## config.mk

```make
export PLATFORM = sky130hd
export DESIGN_NAME = longest_diagonal_ones_run_unit_flat
export DESIGN_NICKNAME = d
export VERILOG_FILES = /design/src/hdl/ldr_pkg.sv /design/src/hdl/ldr_channels.sv /design/src/hdl/ldr_cell.sv /design/src/hdl/ldr_line.sv /design/src/hdl/longest_diagonal_ones_run_unit.sv /design/src/flat_wrapper.sv
export SDC_FILE = /design/constraint.sdc
export NUM_CORES = 2
export LEC_CHECK = 0
export ABC_CLOCK_PERIOD_IN_PS = 7700
export BUFFER_PORTS_ARGS = -buffer_cell sky130_fd_sc_hd__buf_2
export CELL_PAD_IN_SITES_DETAIL_PLACEMENT = 1
export CELL_PAD_IN_SITES_GLOBAL_PLACEMENT = 1
export CORE_AREA = 4 4 311 313
export DETAILED_ROUTE_END_ITERATION = 10
export DIE_AREA = 0 0 315 317
export MAX_ROUTING_LAYER = met4
export PLACE_DENSITY_LB_ADDON = 0.12
export SKIP_CTS_REPAIR_TIMING = 1
export SLEW_MARGIN = 20
export SYNTH_ARGS = -nofsm -noshare
export SYNTH_HDL_FRONTEND = slang
export SYNTH_SLANG_ARGS = --single-unit
```

## constraint.sdc

```tcl
create_clock -name clock -period 7.7 [get_ports clock]
set_input_delay 2.31 -clock clock [delete_from_list [all_inputs] [get_ports clock]]
set_output_delay 2.31 -clock clock [all_outputs]
set_load 0.05 [all_outputs]
```

## src/hdl/ldr_pkg.sv

```systemverilog
// Package of the longest diagonal run unit: widths, defaults and shared types.
// No dependencies.
package ldr_pkg;

   localparam int LDR_MAX_SIDE   = 128;
   localparam int LDR_LEN_W      = 8;
   localparam int LDR_RESET_SIDE = 128;

   typedef struct packed {
      logic                 shift;
      logic [LDR_LEN_W-1:0] run;
   } ldr_shift_type;

endpackage

```

## src/hdl/ldr_channels.sv

```systemverilog
// Handshake channels of the longest diagonal run unit.
// Depends on ldr_pkg.
interface ldr_req_if import ldr_pkg::*; ();
   logic valid;
   logic ready;
   logic cell_bit;

   modport source (output valid, output cell_bit, input ready);
   modport sink   (input valid, input cell_bit, output ready);
endinterface

interface ldr_rsp_if import ldr_pkg::*; ();
   logic                 valid;
   logic                 ready;
   logic [LDR_LEN_W-1:0] longest_run;

   modport source (output valid, output longest_run, input ready);
   modport sink   (input valid, input longest_run, output ready);
endinterface

```

## src/hdl/ldr_cell.sv

```systemverilog
// One stage of the run line: holds one column's run of the previous row.
// Depends on ldr_pkg.
module ldr_cell import ldr_pkg::*; (
   input  logic                 clock,
   input  ldr_shift_type        ctrl,
   input  logic                 insert,
   input  logic [LDR_LEN_W-1:0] next_run,
   output logic [LDR_LEN_W-1:0] run
);

   logic [LDR_LEN_W-1:0] run_ff;
   logic [LDR_LEN_W-1:0] run_in;

   assign run_in = insert ? ctrl.run : next_run;

   always_ff @(posedge clock) begin
      if (ctrl.shift) begin
         run_ff <= run_in;
      end
   end

   assign run = run_ff;

endmodule

```

## src/hdl/ldr_line.sv

```systemverilog
// Chain of run cells forming a delay line whose length is the matrix side.
// Depends on ldr_pkg and ldr_cell.
module ldr_line import ldr_pkg::*; #(
   parameter int Depth = LDR_MAX_SIDE,
   localparam int IdxW = $clog2(Depth)
) (
   input  logic                 clock,
   input  ldr_shift_type        ctrl,
   input  logic [IdxW-1:0]      last_idx,
   output logic [LDR_LEN_W-1:0] head_run
);

   logic [LDR_LEN_W-1:0] runs [Depth];

   for (genvar i = 0; i < Depth; i++) begin : g_cell
      logic [LDR_LEN_W-1:0] from_right;
      logic                 insert;

      if (i == Depth - 1) begin : g_tail
         assign from_right = ctrl.run;
      end else begin : g_body
         assign from_right = runs[i+1];
      end

      assign insert = (last_idx == IdxW'(i));

      ldr_cell u_cell (
         .clock    (clock),
         .ctrl     (ctrl),
         .insert   (insert),
         .next_run (from_right),
         .run      (runs[i])
      );
   end

   assign head_run = runs[0];

endmodule

```

## src/hdl/longest_diagonal_ones_run_unit.sv

```systemverilog
// Top level of the longest diagonal run unit.
// Depends on ldr_pkg, ldr_channels, ldr_line and ldr_cell.
//
//   channel   direction   payload              transfer
//   req_ch    in          cell_bit             valid && ready
//   rsp_ch    out         longest_run          valid && ready
//   csr       in          wr_data (side)       wr_en
//
// One cell per cycle; the run line is a chain of side cells that advances once
// per transfer, so each cell meets its column of the previous row without a
// memory port. The registered result leaves in the cycle after the last cell of
// a matrix. A pending result stalls only the last cell of the next matrix.
// Reset (synchronous) sets the side to 128 and restarts the matrix; the run
// line holds no reset value since row zero rewrites it.
module longest_diagonal_ones_run_unit import ldr_pkg::*; #(
   parameter int MAX_SIDE = LDR_MAX_SIDE
) (
   input  logic                 clock,
   input  logic                 reset,
   ldr_req_if.sink              req_ch,
   ldr_rsp_if.source            rsp_ch,
   input  logic                 csr_wr_en,
   input  logic [LDR_LEN_W-1:0] csr_wr_data
);

   localparam int IdxW  = $clog2(MAX_SIDE);
   localparam int SideW = ($clog2(MAX_SIDE + 1) > LDR_LEN_W) ?
                          $clog2(MAX_SIDE + 1) : LDR_LEN_W;

   logic [IdxW-1:0]      last_idx_ff, last_idx_in;
   logic [IdxW-1:0]      col_ff, col_in;
   logic [IdxW-1:0]      row_ff, row_in;
   logic [LDR_LEN_W-1:0] upleft_ff, upleft_in;
   logic [LDR_LEN_W-1:0] best_ff, best_in;
   logic                 rsp_valid_ff, rsp_valid_in;
   logic [LDR_LEN_W-1:0] rsp_run_ff, rsp_run_in;

   logic [SideW-1:0]     side_clamp;
   logic [SideW-1:0]     reset_clamp;
   logic [LDR_LEN_W-1:0] head_run;
   logic [LDR_LEN_W-1:0] above;
   logic [LDR_LEN_W-1:0] diag;
   logic [LDR_LEN_W-1:0] run;
   logic [LDR_LEN_W-1:0] best_now;
   logic                 col_last;
   logic                 mat_last;
   logic                 take;
   ldr_shift_type        line_ctrl;

   always_comb begin
      side_clamp = SideW'(csr_wr_data);
      if (side_clamp == '0) begin
         side_clamp = SideW'(1);
      end
      if (side_clamp > SideW'(MAX_SIDE)) begin
         side_clamp = SideW'(MAX_SIDE);
      end
      reset_clamp = (LDR_RESET_SIDE > MAX_SIDE) ? SideW'(MAX_SIDE) : SideW'(LDR_RESET_SIDE);
   end

   assign col_last = (col_ff == last_idx_ff);
   assign mat_last = col_last && (row_ff == last_idx_ff);

   assign req_ch.ready = !(mat_last && rsp_valid_ff && !rsp_ch.ready);
   assign take         = req_ch.valid && req_ch.ready;

   assign above    = (row_ff != '0) ? head_run : '0;
   assign diag     = ((row_ff != '0) && (col_ff != '0)) ? upleft_ff : '0;
   assign run      = req_ch.cell_bit ? diag + LDR_LEN_W'(1) : '0;
   assign best_now = (run > best_ff) ? run : best_ff;

   assign line_ctrl.shift = take;
   assign line_ctrl.run   = run;

   ldr_line #(.Depth(MAX_SIDE)) u_line (
      .clock    (clock),
      .ctrl     (line_ctrl),
      .last_idx (last_idx_ff),
      .head_run (head_run)
   );

   always_comb begin
      last_idx_in  = last_idx_ff;
      col_in       = col_ff;
      row_in       = row_ff;
      upleft_in    = upleft_ff;
      best_in      = best_ff;
      rsp_valid_in = rsp_valid_ff && !rsp_ch.ready;
      rsp_run_in   = rsp_run_ff;
      if (csr_wr_en) begin
         last_idx_in = IdxW'(side_clamp - SideW'(1));
         col_in      = '0;
         row_in      = '0;
         upleft_in   = '0;
         best_in     = '0;
      end else if (take) begin
         best_in   = best_now;
         upleft_in = above;
         if (!col_last) begin
            col_in = col_ff + IdxW'(1);
         end else begin
            col_in    = '0;
            upleft_in = '0;
            if (!mat_last) begin
               row_in = row_ff + IdxW'(1);
            end else begin
               row_in       = '0;
               best_in      = '0;
               rsp_valid_in = 1'b1;
               rsp_run_in   = best_now;
            end
         end
      end
   end

   always_ff @(posedge clock) begin
      if (reset) begin
         last_idx_ff  <= IdxW'(reset_clamp - SideW'(1));
         col_ff       <= '0;
         row_ff       <= '0;
         upleft_ff    <= '0;
         best_ff      <= '0;
         rsp_valid_ff <= 1'b0;
      end else begin
         last_idx_ff  <= last_idx_in;
         col_ff       <= col_in;
         row_ff       <= row_in;
         upleft_ff    <= upleft_in;
         best_ff      <= best_in;
         rsp_valid_ff <= rsp_valid_in;
      end
   end

   always_ff @(posedge clock) begin
      rsp_run_ff <= rsp_run_in;
   end

   assign rsp_ch.valid       = rsp_valid_ff;
   assign rsp_ch.longest_run = rsp_run_ff;

endmodule

```

## src/flat_wrapper.sv

```systemverilog
// flat-port wrapper written by rule: the top's interface ports become plain ports
module longest_diagonal_ones_run_unit_flat import ldr_pkg::*;
#(
   parameter int MAX_SIDE = LDR_MAX_SIDE
)
  (clock, reset, csr_wr_en, csr_wr_data, req_ch_valid, req_ch_cell_bit, req_ch_ready, rsp_ch_valid, rsp_ch_longest_run, rsp_ch_ready);
  ldr_req_if req_ch_i ();
  ldr_rsp_if rsp_ch_i ();
  input  logic clock;
  input  logic reset;
  input  logic csr_wr_en;
  input  logic [LDR_LEN_W-1:0] csr_wr_data;
  input wire logic [$bits(req_ch_i.valid)-1:0] req_ch_valid;
  input wire logic [$bits(req_ch_i.cell_bit)-1:0] req_ch_cell_bit;
  output wire logic [$bits(req_ch_i.ready)-1:0] req_ch_ready;
  output wire logic [$bits(rsp_ch_i.valid)-1:0] rsp_ch_valid;
  output wire logic [$bits(rsp_ch_i.longest_run)-1:0] rsp_ch_longest_run;
  input wire logic [$bits(rsp_ch_i.ready)-1:0] rsp_ch_ready;
  assign req_ch_i.valid = req_ch_valid;
  assign req_ch_i.cell_bit = req_ch_cell_bit;
  assign req_ch_ready = req_ch_i.ready;
  assign rsp_ch_valid = rsp_ch_i.valid;
  assign rsp_ch_longest_run = rsp_ch_i.longest_run;
  assign rsp_ch_i.ready = rsp_ch_ready;
  longest_diagonal_ones_run_unit #(.MAX_SIDE(MAX_SIDE)) u_core (.clock(clock), .reset(reset), .req_ch(req_ch_i), .rsp_ch(rsp_ch_i), .csr_wr_en(csr_wr_en), .csr_wr_data(csr_wr_data));
endmodule
```

==> results.cfg <==
[critical_path]
reg2reg_depth = 18
crit_required_ns = 5.39
critPathArrivalTime_ns = 3.17
worstPathMaxFanout = 6
r2r-start = u_core.row_ff[0]$_SDFFE_PP0P_
crit_type = in -> out
regToRegEndpoint = u_core.best_ff[7]$_SDFFE_PP0P_
cp-start-kind = input port
endpoint_kind = output pin
reg2reg_slack_ns = 2.79

[clock_network]
clock_latency_ns = 0.69
htree_levels = 3
cts_tree = yes
cts_buffers = 112
clockRootBuffer = clkbuf_16
cts.reportedPaths.clkPinSlew_ns = 0.06
cts_buffer_depth = 3
cts_sinks = 1070

[hold_path]
hp-start = u_core.u_line.g_cell[0].u_cell.run[7]$_DFFE_PP_
hold_depth = 2
whs_endpoint = u_core.upleft_ff[7]$_SDFFE_PP0P_
hp-class = reg -> reg

[synthesis]
netlist_area_mm2 = 0.0440
synth_ff_type = edfxtp_1
synth_most_common_cell = nand2_1
synth-edff-count = 1032
synth_cell_types = 50
synth_area_leaders = edfxtp_1 70%, o21ai_0 12%, nand2_1 10%
synth_seq_area_share_pct = 72.1
ys_async_sr_fraction_pct = 0
synth_top_area_share_pct = 70.4
avgSynthCellArea_um2 = 11.6
syn_inst = 3787
yosys_warnings = 0
synth_seq_cells = 1070
ys_top_cells_by_count = 1171 x nand2_1, 1032 x edfxtp_1, 1029 x o21ai_0
synthesis.nets = 3815
yosysTopAreaCell = edfxtp_1

[finish]
n_fill_cell = 9765
nNetsFinal = 3721
drive_gt1_share_pct = 7.00
final_util_pct = 51.7
multi_input_area_mm2 = 0.0113
syn_to_final_growth_pct = 10.8
final-seq-area_mm2 = 0.0318

[route]
vias_per_cell = 5.59
dr.pass1.iters = 5
drt_iter0_drc = 2566
dr_total_vias = 28269
drt_wl_total_um = 108000
wl_per_cell_um = 21.4
antenna_left = 0
drc_errors = 0

[floorplan]
row_count = 113
start_util_pct = 46.7
fp.dieArea_mm2 = 0.0999
coreArea_mm2 = 0.0943
io_pins = 24
die_w_um = 315
dieHeight_um = 317

[global_routing]
grt_util_all_layers_pct = 22.2
grt_pass1_vias = 29177
gr-total-overflow = 0
grt_pass1_wl_um = 169000
grt_max_degree = 201
grt_antenna_before_repair = 5

[placed_design]
port_buffers = 23
place_hpwl_um = 59900
gp_congestion = 0.836

[timing]
slew-limit-headroom_pct = 23.8
finalSetupViolCount = 0
fin_tns_setup_ns = 0
tightest_slew_ns = 1.14
period_needed_ns = 5.48
slew_viol_final = 0
hold_viol_final = 0
max_clock_freq_ghz = 0.183
rsz0062_at_grt = no
fin_crit_sh_pct = 71.2
skew_ns = 0.0223

[pwr]
switchingPower_w = 0.00273
p_leak_nw = 18.4
seq_power_share_pct = 54.7
p_per_area_mw_per_mm2 = 258
clkPwrFrac_pct = 41.4
peakVddDrop_uv = 202
internal_power_w = 0.00983
combPwrFrac_pct = 3.8
p_sw_share_pct = 21.8

[status]
outcome = finished clean

[job]
drv_cap = 0
==> registers in the layout (all words and copies together), names as in the netlist <==
name,count
u_core.upleft_ff,8
u_core.u_line.g_cell.u_cell.run,1024
u_core.last_idx_ff,7
u_core.row_ff,7
u_core.best_ff,8
u_core.col_ff,7
u_core.rsp_ch.valid,1
u_core.rsp_ch.longest_run,8
==> worst max-delay path by stage <==
stage          cells past startpoint  slack [ns]            start                                         endpoint
3_3_place_gp                      10        1.88  req_ch_cell_bit                   u_core.best_ff[3]$_SDFFE_PP0P_
2_1_floorplan                      7        0.20     rsp_ch_ready  u_core.u_line.g_cell[0].u_cell.run[0]$_DFFE_PP_
5_1_grt                            5        2.17     rsp_ch_ready                                     req_ch_ready
6_report                           5        2.22     rsp_ch_ready                                     req_ch_ready
3_5_place_dp                      10        2.15  req_ch_cell_bit                   u_core.best_ff[7]$_SDFFE_PP0P_
4_1_cts                            5        2.22     rsp_ch_ready                                     req_ch_ready
==> layout make-up <==
type,instances,area share [%]
Sequential cell,1070,65.1
Inverter,23,0.177
Tap cell,1265,3.25
Multi-Input combinational cell,2424,23.3
Timing Repair Buffer,62,1.03
Clock buffer,148,6.23
Clock inverter,60,0.932
Antenna cell,2,0.0103
==> worst max-delay path, cell delays in order <==
cell and delay [ns]:
buf_2 0.10, nand2b_1 0.24, nor2_1 0.13, nand4_1 0.12, buf_2 0.27
==> power by group through the flow <==
stage / sequential, W / combinational (W) / clock [W]
3_3_place_gp: 0.00698 / 0.000455 / 0
5_1_grt: 0.00690 / 0.000554 / 0.00558
2_1_floorplan: 0.00697 / 0.000327 / 0
4_1_cts: 0.00687 / 0.000488 / 0.00533
3_5_place_dp: 0.00699 / 0.000481 / 0
6_report: 0.00687 / 0.000483 / 0.00520
==> cells in the final DEF (no fill, tap or decap), types with 9 or more instances in the layout <==
cell       count
clkinv_1      28
o21ai_0     1029
nor2_1        21
nand2_1     1169
dfxtp_1       38
ha_1          14
clkbuf_1      27
and3_1         9
xor2_1        16
nand3_1       16
buf_4         31
nor2_2        10
inv_1         23
xnor2_1       14
clkbuf_16    113
buf_2         23
nand4_1       11
clkinv_2      16
edfxtp_1    1032
a21oi_1       11
nand2b_1      14
==> stage by stage <==
step	instance area [µm²]	total power (W)	hold WS (ns)	std cells	setup slack, ns
finish	48800	0.0126	0.485	5054	2.22
global route	48800	0.0130	0.518	5053	2.17
CTS	48700	0.0127	0.490	5052	2.22
detailed placement	45200	0.00747	0.472	4844	2.15
global placement	45200	0.00744	0.471	4843	1.88
floorplan	44000	0.00729	0.449	3787	0.196
==> layer usage <==
layer	track usage [%]	wire, µm
met1	30.0	49100
met3	3.32	5070
met2	35.6	51300
met4	6.09	2930
met5	-	0
==> logic make-up (layout without fill, tap and decap cells) <==
group / Yosys count / after routing / share of synthesized area (%)
AND/OR/NAND/NOR: 1305 / 1305 / 11.7
AO/OA/AOI/OAI: 1072 / 1072 / 12.5
flip-flops: 1070 / 1070 / 72.1
buffers and inverters: 293 / 293 / 2.59
XOR/XNOR: 30 / 30 / 0.597
adder cells (fa/ha/maj): 14 / 14 / 0.398
multiplexers: 3 / 3 / 0.0711
other: 0 / 2 / 0
No activity file was read; power rests on OpenSTA's default activity.
